<file path="src/sv/upd_pkg.sv">
// Package with the item types, command type and constants of the URL percent decoder.
package upd_pkg;

  // ASCII codes used by the escape decoder.
  localparam logic [7:0] PctChar   = 8'h25;
  localparam logic [7:0] DigitZero = 8'h30;
  localparam logic [7:0] UpperOff  = 8'h41 - 8'd10;
  localparam logic [7:0] LowerOff  = 8'h61 - 8'd10;

  // Depth of the command queue between front and back.
  localparam int unsigned FifoDepth = 4;
  localparam int unsigned PtrW      = $clog2(FifoDepth);
  localparam int unsigned CntW      = $clog2(FifoDepth + 1);

  // Most bytes that one input item can release.
  localparam int unsigned MaxBytes = 3;
  localparam int unsigned NumW     = $clog2(MaxBytes + 1);

  typedef struct packed {
    logic [7:0] in_byte;
    logic       in_last;
  } in_item_t;

  typedef struct packed {
    logic [7:0] out_byte;
    logic       out_last;
  } out_item_t;

  // One queued command: up to three bytes, their count and the end flag.
  typedef struct packed {
    logic [MaxBytes-1:0][7:0] bytes;
    logic [NumW-1:0]          num;
    logic                     last;
  } cmd_t;

  // What the front holds back while it waits to decide.
  typedef enum logic [1:0] {
    HeldNone,
    HeldPct,
    HeldDigit
  } held_e;

  // Returns {valid, value} for a hex digit character.
  function automatic logic [4:0] hex_val(input logic [7:0] c);
    logic [7:0] v;
    v = 8'd0;
    if (c >= 8'h30 && c <= 8'h39) begin
      v = c - DigitZero;
      return {1'b1, v[3:0]};
    end else if (c >= 8'h41 && c <= 8'h46) begin
      v = c - UpperOff;
      return {1'b1, v[3:0]};
    end else if (c >= 8'h61 && c <= 8'h66) begin
      v = c - LowerOff;
      return {1'b1, v[3:0]};
    end
    return 5'd0;
  endfunction

endpackage

</file>
<file path="src/sv/upd_front.sv">
// Front part: accepts input items, tracks held escape state and issues byte commands.
module upd_front (
  input  logic              clk_i,
  input  logic              rst_ni,
  input  logic              accept_i,
  input  upd_pkg::in_item_t in_item_i,
  output logic              cmd_push_o,
  output upd_pkg::cmd_t     cmd_o
);

  upd_pkg::held_e state_q, state_d;
  logic [7:0]     digit_char_q, digit_char_d;
  logic [4:0]     in_hex;
  logic [4:0]     held_hex;
  logic           is_hex;
  logic           is_pct;
  logic           last;
  logic [7:0]     b;

  assign b        = in_item_i.in_byte;
  assign last     = in_item_i.in_last;
  assign in_hex   = upd_pkg::hex_val(b);
  assign held_hex = upd_pkg::hex_val(digit_char_q);
  assign is_hex   = in_hex[4];
  assign is_pct   = (b == upd_pkg::PctChar);

  // Next held state for the incoming byte.
  always_comb begin
    state_d      = state_q;
    digit_char_d = digit_char_q;
    if (accept_i) begin
      unique case (state_q)
        upd_pkg::HeldPct: begin
          if (is_hex && !last) begin
            state_d      = upd_pkg::HeldDigit;
            digit_char_d = b;
          end else if (is_pct && !last) begin
            state_d = upd_pkg::HeldPct;
          end else begin
            state_d = upd_pkg::HeldNone;
          end
        end
        upd_pkg::HeldDigit: begin
          if (!is_hex && is_pct && !last) begin
            state_d = upd_pkg::HeldPct;
          end else begin
            state_d = upd_pkg::HeldNone;
          end
        end
        default: begin
          if (is_pct && !last) begin
            state_d = upd_pkg::HeldPct;
          end else begin
            state_d = upd_pkg::HeldNone;
          end
        end
      endcase
    end
  end

  // Bytes released by the incoming byte, in output order.
  always_comb begin
    cmd_o       = '0;
    cmd_o.last  = last;
    unique case (state_q)
      upd_pkg::HeldPct: begin
        if (is_hex && !last) begin
          cmd_o.num = upd_pkg::NumW'(0);
        end else if (is_pct && !last) begin
          cmd_o.num      = upd_pkg::NumW'(1);
          cmd_o.bytes[0] = upd_pkg::PctChar;
        end else begin
          cmd_o.num      = upd_pkg::NumW'(2);
          cmd_o.bytes[0] = upd_pkg::PctChar;
          cmd_o.bytes[1] = b;
        end
      end
      upd_pkg::HeldDigit: begin
        if (is_hex) begin
          cmd_o.num      = upd_pkg::NumW'(1);
          cmd_o.bytes[0] = {held_hex[3:0], in_hex[3:0]};
        end else if (is_pct && !last) begin
          cmd_o.num      = upd_pkg::NumW'(2);
          cmd_o.bytes[0] = upd_pkg::PctChar;
          cmd_o.bytes[1] = digit_char_q;
        end else begin
          cmd_o.num      = upd_pkg::NumW'(3);
          cmd_o.bytes[0] = upd_pkg::PctChar;
          cmd_o.bytes[1] = digit_char_q;
          cmd_o.bytes[2] = b;
        end
      end
      default: begin
        if (is_pct && !last) begin
          cmd_o.num = upd_pkg::NumW'(0);
        end else begin
          cmd_o.num      = upd_pkg::NumW'(1);
          cmd_o.bytes[0] = b;
        end
      end
    endcase
  end

  // An item that releases nothing enqueues no command.
  assign cmd_push_o = accept_i && (cmd_o.num != '0);

  // Held state registers.
  always_ff @(posedge clk_i or negedge rst_ni) begin
    if (!rst_ni) begin
      state_q      <= upd_pkg::HeldNone;
      digit_char_q <= 8'd0;
    end else begin
      state_q      <= state_d;
      digit_char_q <= digit_char_d;
    end
  end

endmodule

</file>
<file path="src/sv/upd_cmd_fifo.sv">
// Short command queue that decouples the front part from the back part.
module upd_cmd_fifo (
  input  logic          clk_i,
  input  logic          rst_ni,
  input  logic          push_i,
  input  upd_pkg::cmd_t cmd_i,
  output logic          full_o,
  input  logic          pop_i,
  output logic          empty_o,
  output upd_pkg::cmd_t cmd_o
);

  upd_pkg::cmd_t                  mem_q [upd_pkg::FifoDepth];
  logic [upd_pkg::PtrW-1:0]       wr_ptr_q, wr_ptr_d;
  logic [upd_pkg::PtrW-1:0]       rd_ptr_q, rd_ptr_d;
  logic [upd_pkg::CntW-1:0]       count_q, count_d;
  logic                           do_push;
  logic                           do_pop;

  assign full_o  = (count_q == upd_pkg::CntW'(upd_pkg::FifoDepth));
  assign empty_o = (count_q == '0);
  assign do_push = push_i && !full_o;
  assign do_pop  = pop_i && !empty_o;
  assign cmd_o   = mem_q[rd_ptr_q];

  // Pointer and occupancy update; pointers wrap at the depth.
  always_comb begin
    wr_ptr_d = wr_ptr_q;
    rd_ptr_d = rd_ptr_q;
    count_d  = count_q;
    if (do_push) begin
      wr_ptr_d = (wr_ptr_q == upd_pkg::PtrW'(upd_pkg::FifoDepth - 1)) ? '0 : wr_ptr_q + 1'b1;
    end
    if (do_pop) begin
      rd_ptr_d = (rd_ptr_q == upd_pkg::PtrW'(upd_pkg::FifoDepth - 1)) ? '0 : rd_ptr_q + 1'b1;
    end
    if (do_push && !do_pop) begin
      count_d = count_q + 1'b1;
    end else if (do_pop && !do_push) begin
      count_d = count_q - 1'b1;
    end
  end

  always_ff @(posedge clk_i or negedge rst_ni) begin
    if (!rst_ni) begin
      wr_ptr_q <= '0;
      rd_ptr_q <= '0;
      count_q  <= '0;
    end else begin
      wr_ptr_q <= wr_ptr_d;
      rd_ptr_q <= rd_ptr_d;
      count_q  <= count_d;
    end
  end

  // Queue storage needs no reset.
  always_ff @(posedge clk_i) begin
    if (do_push) begin
      mem_q[wr_ptr_q] <= cmd_i;
    end
  end

endmodule

</file>
<file path="src/sv/upd_back.sv">
// Back part: serializes each queued command into output items, one byte per pop.
module upd_back (
  input  logic               clk_i,
  input  logic               rst_ni,
  input  logic               cmd_empty_i,
  input  upd_pkg::cmd_t      cmd_i,
  output logic               cmd_pop_o,
  input  logic               pop_i,
  output logic               empty_o,
  output upd_pkg::out_item_t out_item_o
);

  logic [upd_pkg::NumW-1:0] idx_q, idx_d;
  logic                     final_byte;
  logic                     take;

  assign empty_o    = cmd_empty_i;
  assign take       = pop_i && !cmd_empty_i;
  assign final_byte = (idx_q == cmd_i.num - 1'b1);
  assign cmd_pop_o  = take && final_byte;

  // Select the current byte of the head command.
  always_comb begin
    out_item_o.out_last = cmd_i.last && final_byte;
    unique case (idx_q)
      upd_pkg::NumW'(0): out_item_o.out_byte = cmd_i.bytes[0];
      upd_pkg::NumW'(1): out_item_o.out_byte = cmd_i.bytes[1];
      upd_pkg::NumW'(2): out_item_o.out_byte = cmd_i.bytes[2];
      default:           out_item_o.out_byte = cmd_i.bytes[0];
    endcase
  end

  // Byte index within the head command; restarts when the command retires.
  always_comb begin
    idx_d = idx_q;
    if (take) begin
      idx_d = final_byte ? '0 : idx_q + 1'b1;
    end
  end

  always_ff @(posedge clk_i or negedge rst_ni) begin
    if (!rst_ni) begin
      idx_q <= '0;
    end else begin
      idx_q <= idx_d;
    end
  end

endmodule

</file>
<file path="src/sv/url_percent_decoder.sv">
// URL percent decoder: a streaming byte decoder for percent escapes.
//
// Input channel: in_item_i carries one byte and an end-of-string flag. An item
// is accepted on a rising edge with push_i high and full_o low.
// Output channel: out_item_o shows the oldest decoded byte while empty_o is low,
// and it is taken on a rising edge with pop_i high and empty_o low.
// The front part keeps a held '%' and hex digit and turns each item into a
// command of zero to three bytes; a four-entry command queue feeds the back
// part, which hands out one byte per pop.
// A command is registered in the queue before its bytes reach out_item_o.
// Throughput: one input item per cycle while the queue has room; output runs
// at one byte per cycle while popped, so two- or three-byte items drain slower.
// When the receiver stalls, results stay put and full_o rises once four
// commands are waiting; items that release no byte never occupy the queue.
// Reset clears the held state and empties the queue; empty_o is high and
// full_o is low after reset.
module url_percent_decoder (
  input  logic               clk_i,
  input  logic               rst_ni,
  input  logic               push_i,
  input  upd_pkg::in_item_t  in_item_i,
  output logic               full_o,
  input  logic               pop_i,
  output logic               empty_o,
  output upd_pkg::out_item_t out_item_o
);

  logic          accept;
  logic          cmd_push;
  logic          cmd_pop;
  logic          cmd_empty;
  upd_pkg::cmd_t front_cmd;
  upd_pkg::cmd_t head_cmd;

  assign accept = push_i && !full_o;

  // Front: classify each accepted byte.
  upd_front u_front (
    .clk_i      (clk_i),
    .rst_ni     (rst_ni),
    .accept_i   (accept),
    .in_item_i  (in_item_i),
    .cmd_push_o (cmd_push),
    .cmd_o      (front_cmd)
  );

  // Command queue between front and back.
  upd_cmd_fifo u_fifo (
    .clk_i   (clk_i),
    .rst_ni  (rst_ni),
    .push_i  (cmd_push),
    .cmd_i   (front_cmd),
    .full_o  (full_o),
    .pop_i   (cmd_pop),
    .empty_o (cmd_empty),
    .cmd_o   (head_cmd)
  );

  // Back: emit the queued bytes one at a time.
  upd_back u_back (
    .clk_i       (clk_i),
    .rst_ni      (rst_ni),
    .cmd_empty_i (cmd_empty),
    .cmd_i       (head_cmd),
    .cmd_pop_o   (cmd_pop),
    .pop_i       (pop_i),
    .empty_o     (empty_o),
    .out_item_o  (out_item_o)
  );

endmodule

</file>
<file path="config.mk">
export PLATFORM = sky130hd
export DESIGN_NAME = url_percent_decoder
export DESIGN_NICKNAME = d
export VERILOG_FILES = /design/src/sv/upd_pkg.sv /design/src/sv/upd_front.sv /design/src/sv/upd_cmd_fifo.sv /design/src/sv/upd_back.sv /design/src/sv/url_percent_decoder.sv
export SDC_FILE = /design/constraint.sdc
export NUM_CORES = 1
export LEC_CHECK = 0
export BUFFER_PORTS_ARGS = -buffer_cell sky130_fd_sc_hd__buf_2
export CAP_MARGIN = 20
export CORE_ASPECT_RATIO = 1.4
export CORE_MARGIN = 5
export CORE_UTILIZATION = 30
export CTS_CLUSTER_DIAMETER = 120
export DETAILED_ROUTE_END_ITERATION = 16
export PLACE_DENSITY_LB_ADDON = 0.05
export SETUP_SLACK_MARGIN = 0.1
export SLEW_MARGIN = 20
export SYNTH_ARGS = -nofsm -noshare
export SYNTH_HDL_FRONTEND = slang
export SYNTH_SLANG_ARGS = --single-unit
</file>
<file path="constraint.sdc">
create_clock -name clk_i -period 3.1 [get_ports clk_i]
set_input_delay 0.31 -clock clk_i [delete_from_list [all_inputs] [get_ports clk_i]]
set_output_delay 0.31 -clock clk_i [all_outputs]
set_load 0.03 [all_outputs]
</file>
==> results.yml, run 1 <==
power_and_ir_drop:
  power.density_mw_per_mm2: 883
  ir_drop_mv: 0.347
  p_total_mw: 6.01
  power_leakage_nw: 2.43
layout:
  fillers: 1881
  drive_gt1_frac: 0.269
  final_cells: 672
  layout_common_cells: "edfxtp_1, mux4_2, buf_2, nand2_1, buf_4"
  n_antenna_cell: 0
  utilization: 0.357
  nets: 444
  layout_commonest_cell: "edfxtp_1"
  syn2layout_area_growth_pct: 18.2
yosys:
  yosysSeqAreaShare: 0.646
  synth_edf_count: 108
  synth_nets: 396
  syn_inst: 365
  synthArstFlopShare: 0.150
  ys.warnings.count: 0
  synth_area_mm2: 0.00576
  ys_types: 53
  synthFlopType: "edfxtp_1"
  synth_seq_cells: 127
  avgSynthCellArea_um2: 15.8
global_route:
  grt_pass1_wl_um: 21200
  grt.overflow.total: 0
  grt_pass1_vias: 3566
  globalRoute.busiestLayer: "met2"
  use_met1: 0.156
  track_usage: 0.130
  grt_max_degree: 28
  use_met2: 0.230
  antenna_found_initial: 0
  grtUsageMet3: 0.0274
route:
  drc: 0
  dr.pass1.iters: 4
  wirelength_um: 13500
  drt_iter0_drc: 129
  routed-via-count: 3277
  antenna_left: 0
  post_drt_wl_per_cell_um: 20.1
  via_per_inst: 4.88
critical_path:
  slowest_stage: "mux4_2"
  worstSetupStartpointType: "flop"
  required_ns: 3.39
  path_cells: "mux4_2 > xnor2_1 > mux2i_1 > nand2b_1 > ha_1 > inv_1 > fa_1 > mux2_2"
  crit_path_end_kind: "flop"
  cp_max_fo: 4
  crit_type: "flop to flop"
  critPathArrivalTime_ns: 2.93
  max_stage_delay_ns: 0.53
sta:
  slew_viol_final: 0
  slew_headroom: 0.464
  fin_skew_ns: 0.00936
  max_freq_mhz: 379
  min_period_ns: 2.64
  rsz0062_at_grt: "no"
  worst_pin_slew_ns: 0.804
  post-route-period-util: 0.852
  final-hold-violation-count: 0
  setup_viol: 0
  setup_tns_ns: 0
clock_tree:
  cts-root-buf: "clkbuf_16"
  ctsLongestPathBuffers: 2
  cts.sinks: 127
  clk_latency_ns: 0.40
  cts_tree: "done"
  cts_buffers: 17
  path_clk_slew_ns: 0.06
  htree_levels: 4
die:
  die_area_mm2: 0.0221
  core_area_mm2: 0.0191
  rows: 60
  initial_core_util: 0.302
  dieHeight_um: 174
  die_x_um: 127
  num_io_pins: 24
placed_design:
  gp_congestion: 0.795
  dpl.hpwl_um: 9240
  port_buffers: 23
  place_inst: 641
hold_path:
  hp-class: "input port to flop"
flow_run:
  maxCapViolCount: 0
run_status:
  status: "finished, final reports clean"
[power breakdown]
| group | total, mW | internal, mW | switching, mW |
|---|---|---|---|
| Combinational | 1.93 | 0.784 | 1.15 |
| Clock | 1.73 | 1.07 | 0.668 |
| Sequential | 2.34 | 2.22 | 0.124 |
[synth_stat cells, types with 3 or more instances]
master | instances | share of area
nand2_1 | 21 | 0.014
clkbuf_1 | 10 | 0.0065
inv_1 | 15 | 0.0098
nand2b_1 | 5 | 0.0054
a21oi_1 | 9 | 0.0078
ha_1 | 17 | 0.037
and3_1 | 4 | 0.0043
nor2_1 | 19 | 0.012
dfrtp_1 | 19 | 0.083
xnor2_1 | 6 | 0.0091
o21ai_0 | 15 | 0.013
mux4_2 | 27 | 0.11
mux2_4 | 4 | 0.010
mux2_2 | 4 | 0.0078
a32oi_1 | 4 | 0.0061
mux2i_1 | 4 | 0.0070
edfxtp_1 | 108 | 0.56
and2_1 | 9 | 0.0098
a22oi_1 | 13 | 0.017
a31oi_1 | 3 | 0.0033
nor3_1 | 9 | 0.0078
[routing by layer]
| metal | wire length, um | part of all wire |
|---|---|---|
| met2 | 7160 | 0.53 |
| met1 | 5840 | 0.43 |
| met4 | 172 | 0.013 |
| met3 | 321 | 0.024 |
| met5 | 0 | 0 |
[kinds of logic (layout without fill, tap and decap cells)]
family / count (synthesis) / in the layout / synth area share
flip-flops: 127 / 127 / 0.646
adder cells (fa/ha/maj): 18 / 18 / 0.0404
buffers and inverters: 32 / 91 / 0.0228
XOR/XNOR: 7 / 7 / 0.0107
AO/OA/AOI/OAI: 60 / 60 / 0.0704
multiplexers: 39 / 39 / 0.131
AND/OR/NAND/NOR: 82 / 82 / 0.0789
[area by class of cell]
type / instances / area (um2) / area share
inverters: 16 / 60.1 / 0.00883
repair buffers: 45 / 295 / 0.0434
multi-input cells: 206 / 1910 / 0.281
well taps: 248 / 310 / 0.0456
clock inverters: 12 / 78.8 / 0.0116
flip-flops and latches: 127 / 3720 / 0.547
clock buffers: 18 / 429 / 0.0631
[stage by stage]
stage / area, um2 / setup WS (ns) / hold slack, ns
global route: 6810 / 0.263 / 0.206
floorplan: 5760 / 0.107 / 0.0144
detailed placement: 6290 / 0.0516 / 0.311
CTS: 6810 / 0.403 / 0.194
global placement: 6290 / 0.0591 / 0.312
finish: 6810 / 0.459 / 0.214
[path summary, 6_finish.rpt]
path | to | start | cells after the start | slack, ns
min in group asynchronous | u_fifo.count_q[0] | rst_ni | 2 | 0.39
worst max-delay path | u_fifo.count_q[1] | u_fifo.rd_ptr_q[0] | 8 | 0.46
max in group asynchronous | u_fifo.rd_ptr_q[0] | rst_ni | 2 | 2.34
worst min register to register | u_front.state_q[0] | u_front.state_q[0] | 2 | 0.54
worst max register to register | u_fifo.count_q[1] | u_fifo.rd_ptr_q[0] | 8 | 0.46
worst min-delay path | u_front.digit_char_q[5] | in_item_i[6] | 2 | 0.21
[what timing repair did]
action,CTS,global route
resized for setup,0,0
endpoints found under the hold margin,19,0
hold buffers,1,0
setup buffers,0,0
[flip-flops by register name, indices dropped and copies added (netlist names)]
name	flops
u_fifo.wr_ptr_q	2
u_back.idx_q	2
u_front.digit_char_q	8
u_front.state_q	2
u_fifo.count_q	3
u_fifo.mem_q	108
u_fifo.rd_ptr_q	2
[critical path: cells and delay by family (launching register included)]
family,cells,cell delay [ns]
XOR/XNOR,1,0.18
adder cells (fa/ha/maj),2,0.65
buffers and inverters,1,0.07
flip-flops,1,0.42
multiplexers,3,1.05
AND/OR/NAND/NOR,1,0.15
Note: power is estimated with default switching activity, not from simulation.
==> run 2, diff against run 1 <==
Settings changed: MAX_ROUTING_LAYER from default to met4.
==> results.yml, run 2 (synthesis results as in run 1) <==
global_route:
  grt_pass1_vias: 3569
  grt_max_degree: 28
  grt_pass1_wl_um: 21200
  grt.overflow.total: 0
  antenna_found_initial: 0
  track_usage: 0.134
critical_path:
  slowest_stage: "mux4_2"
  critPathTopFamily: "multiplexers"
  crit_type: "flop to flop"
  crit_path_end_kind: "flop"
  worstSetupStartpointType: "flop"
  path_cells: "mux4_2 > xnor2_1 > mux2i_1 > nand2b_1 > ha_1 > inv_1 > fa_1 > mux2_2"
  required_ns: 3.39
  max_stage_delay_ns: 0.53
  critPathArrivalTime_ns: 2.93
  cp_max_fo: 4
  cp_num_buf_inv: 1
power_and_ir_drop:
  p_sw_mw: 1.94
  intPower_mw: 4.07
  clockPowerShare: 0.289
  pwr-share-comb: 0.322
  power.density_mw_per_mm2: 883
  power_leakage_nw: 2.43
  swShare: 0.323
  p_seq_frac: 0.390
  ir_drop_mv: 0.345
  p_total_mw: 6.01
placed_design:
  gp_congestion: 0.806
  dpl.hpwl_um: 9240
  place_inst: 641
  placed_cell_area_mm2: 0.00629
  port_buffers: 23
layout:
  drive_gt1_frac: 0.269
  layout_common_cells: "edfxtp_1, mux4_2, buf_2, nand2_1, buf_4"
  largest_reg_flops: 108
  syn2layout_area_growth_pct: 18.2
  final_cells: 672
  stdcell_area_mm2: 0.00681
  reg_top3: "u_fifo.mem_q (108), u_front.digit_char_q (8), u_fifo.count_q (3)"
  fillers: 1881
  layout_commonest_cell: "edfxtp_1"
  n_antenna_cell: 0
  regMostFlops: "u_fifo.mem_q"
  nets: 444
sta:
  fin_skew_ns: 0.0156
  max_freq_mhz: 379
  worst_pin_slew_ns: 0.804
  slew_viol_final: 0
  slew_headroom: 0.464
  post-route-period-util: 0.852
  setup_tns_ns: 0
  holdWs_ns: 0.216
  min_period_ns: 2.64
  setup_viol: 0
  final-hold-violation-count: 0
  rsz0062_at_grt: "no"
clock_tree:
  htree_levels: 4
  postCtsHoldBufs: 1
  cts.repair.resized: 0
  path_clk_slew_ns: 0.06
  clk_latency_ns: 0.41
  ctsLongestPathBuffers: 2
  postCtsSetupBuffers: 0
  cts_tree: "done"
  cts.sinks: 127
  cts-root-buf: "clkbuf_16"
  cts_buffers: 17
die:
  die_area_mm2: 0.0221
  rows: 60
  initial_core_util: 0.302
  die_x_um: 127
  dieHeight_um: 174
  core_area_mm2: 0.0191
  num_io_pins: 24
run_status:
  status: "finished, final reports clean"
route:
  drc: 0
  post_drt_wl_per_cell_um: 20.1
  routed-via-count: 3269
  drt_iter0_drc: 141
  via_per_inst: 4.86
  antenna_left: 0
  dr.pass1.iters: 5
  wirelength_um: 13500
flow_run:
  maxCapViolCount: 0
hold_path:
  hp-class: "input port to flop"
run 2: per-stage QoR:
step,worst slack [ns],util
after floorplan,0.107,-
after global placement,0.0591,0.330
after detailed placement,0.0516,0.330
final,0.459,0.357
after CTS,0.403,0.357
after global routing,0.263,0.357
run 2: per-layer routing:
metal | track usage | up-vias | wire, um
met5 | - | - | 0
met4 | 0.0461 | 0 | 112
met3 | 0.0267 | 4 | 246
met2 | 0.230 | 46 | 7260
met1 | 0.157 | 1696 | 5860
li1 | - | 1523 | -
run 2: worst paths after layout:
| path | startpoint | to | slack (ns) | cells past startpoint |
|---|---|---|---|---|
| max reg2reg | u_fifo.rd_ptr_q[0] | u_fifo.count_q[1] | 0.46 | 8 |
| min reg2reg | u_front.state_q[0] | u_front.state_q[0] | 0.54 | 2 |
| min | in_item_i[6] | u_front.digit_char_q[5] | 0.22 | 2 |
| max in group asynchronous | rst_ni | u_fifo.rd_ptr_q[0] | 2.34 | 2 |
| max | u_fifo.rd_ptr_q[0] | u_fifo.count_q[1] | 0.46 | 8 |
| min in group asynchronous | rst_ni | u_fifo.count_q[0] | 0.39 | 2 |
run 2: power by group through the flow:
stage / Clock (mW) / Combinational (mW) / Sequential, mW
5_1_grt: 1.86 / 2.12 / 2.38
3_3_place_gp: 0 / 2.02 / 2.37
2_1_floorplan: 0 / 1.41 / 2.32
3_5_place_dp: 0 / 2.01 / 2.38
6_report: 1.73 / 1.93 / 2.34
4_1_cts: 1.78 / 2.02 / 2.35
run 2: worst reg2reg max path: stages (launching register included):
cell and delay [ns]:
dfrtp_2 0.42, mux4_2 0.53, xnor2_1 0.18, mux2i_1 0.26, nand2b_1 0.15, ha_1 0.25
inv_1 0.07, fa_1 0.40, mux2_2 0.26
run 2: area by class of cell:
cell class,instances,area [um2],share of cell area
clock buffer,18,429,0.0631
clock inverter,12,78.8,0.0116
inverter,16,60.1,0.00883
multi-input combinational,206,1910,0.281
sequential,127,3720,0.547
tap,248,310,0.0456
timing repair buffer,45,295,0.0434
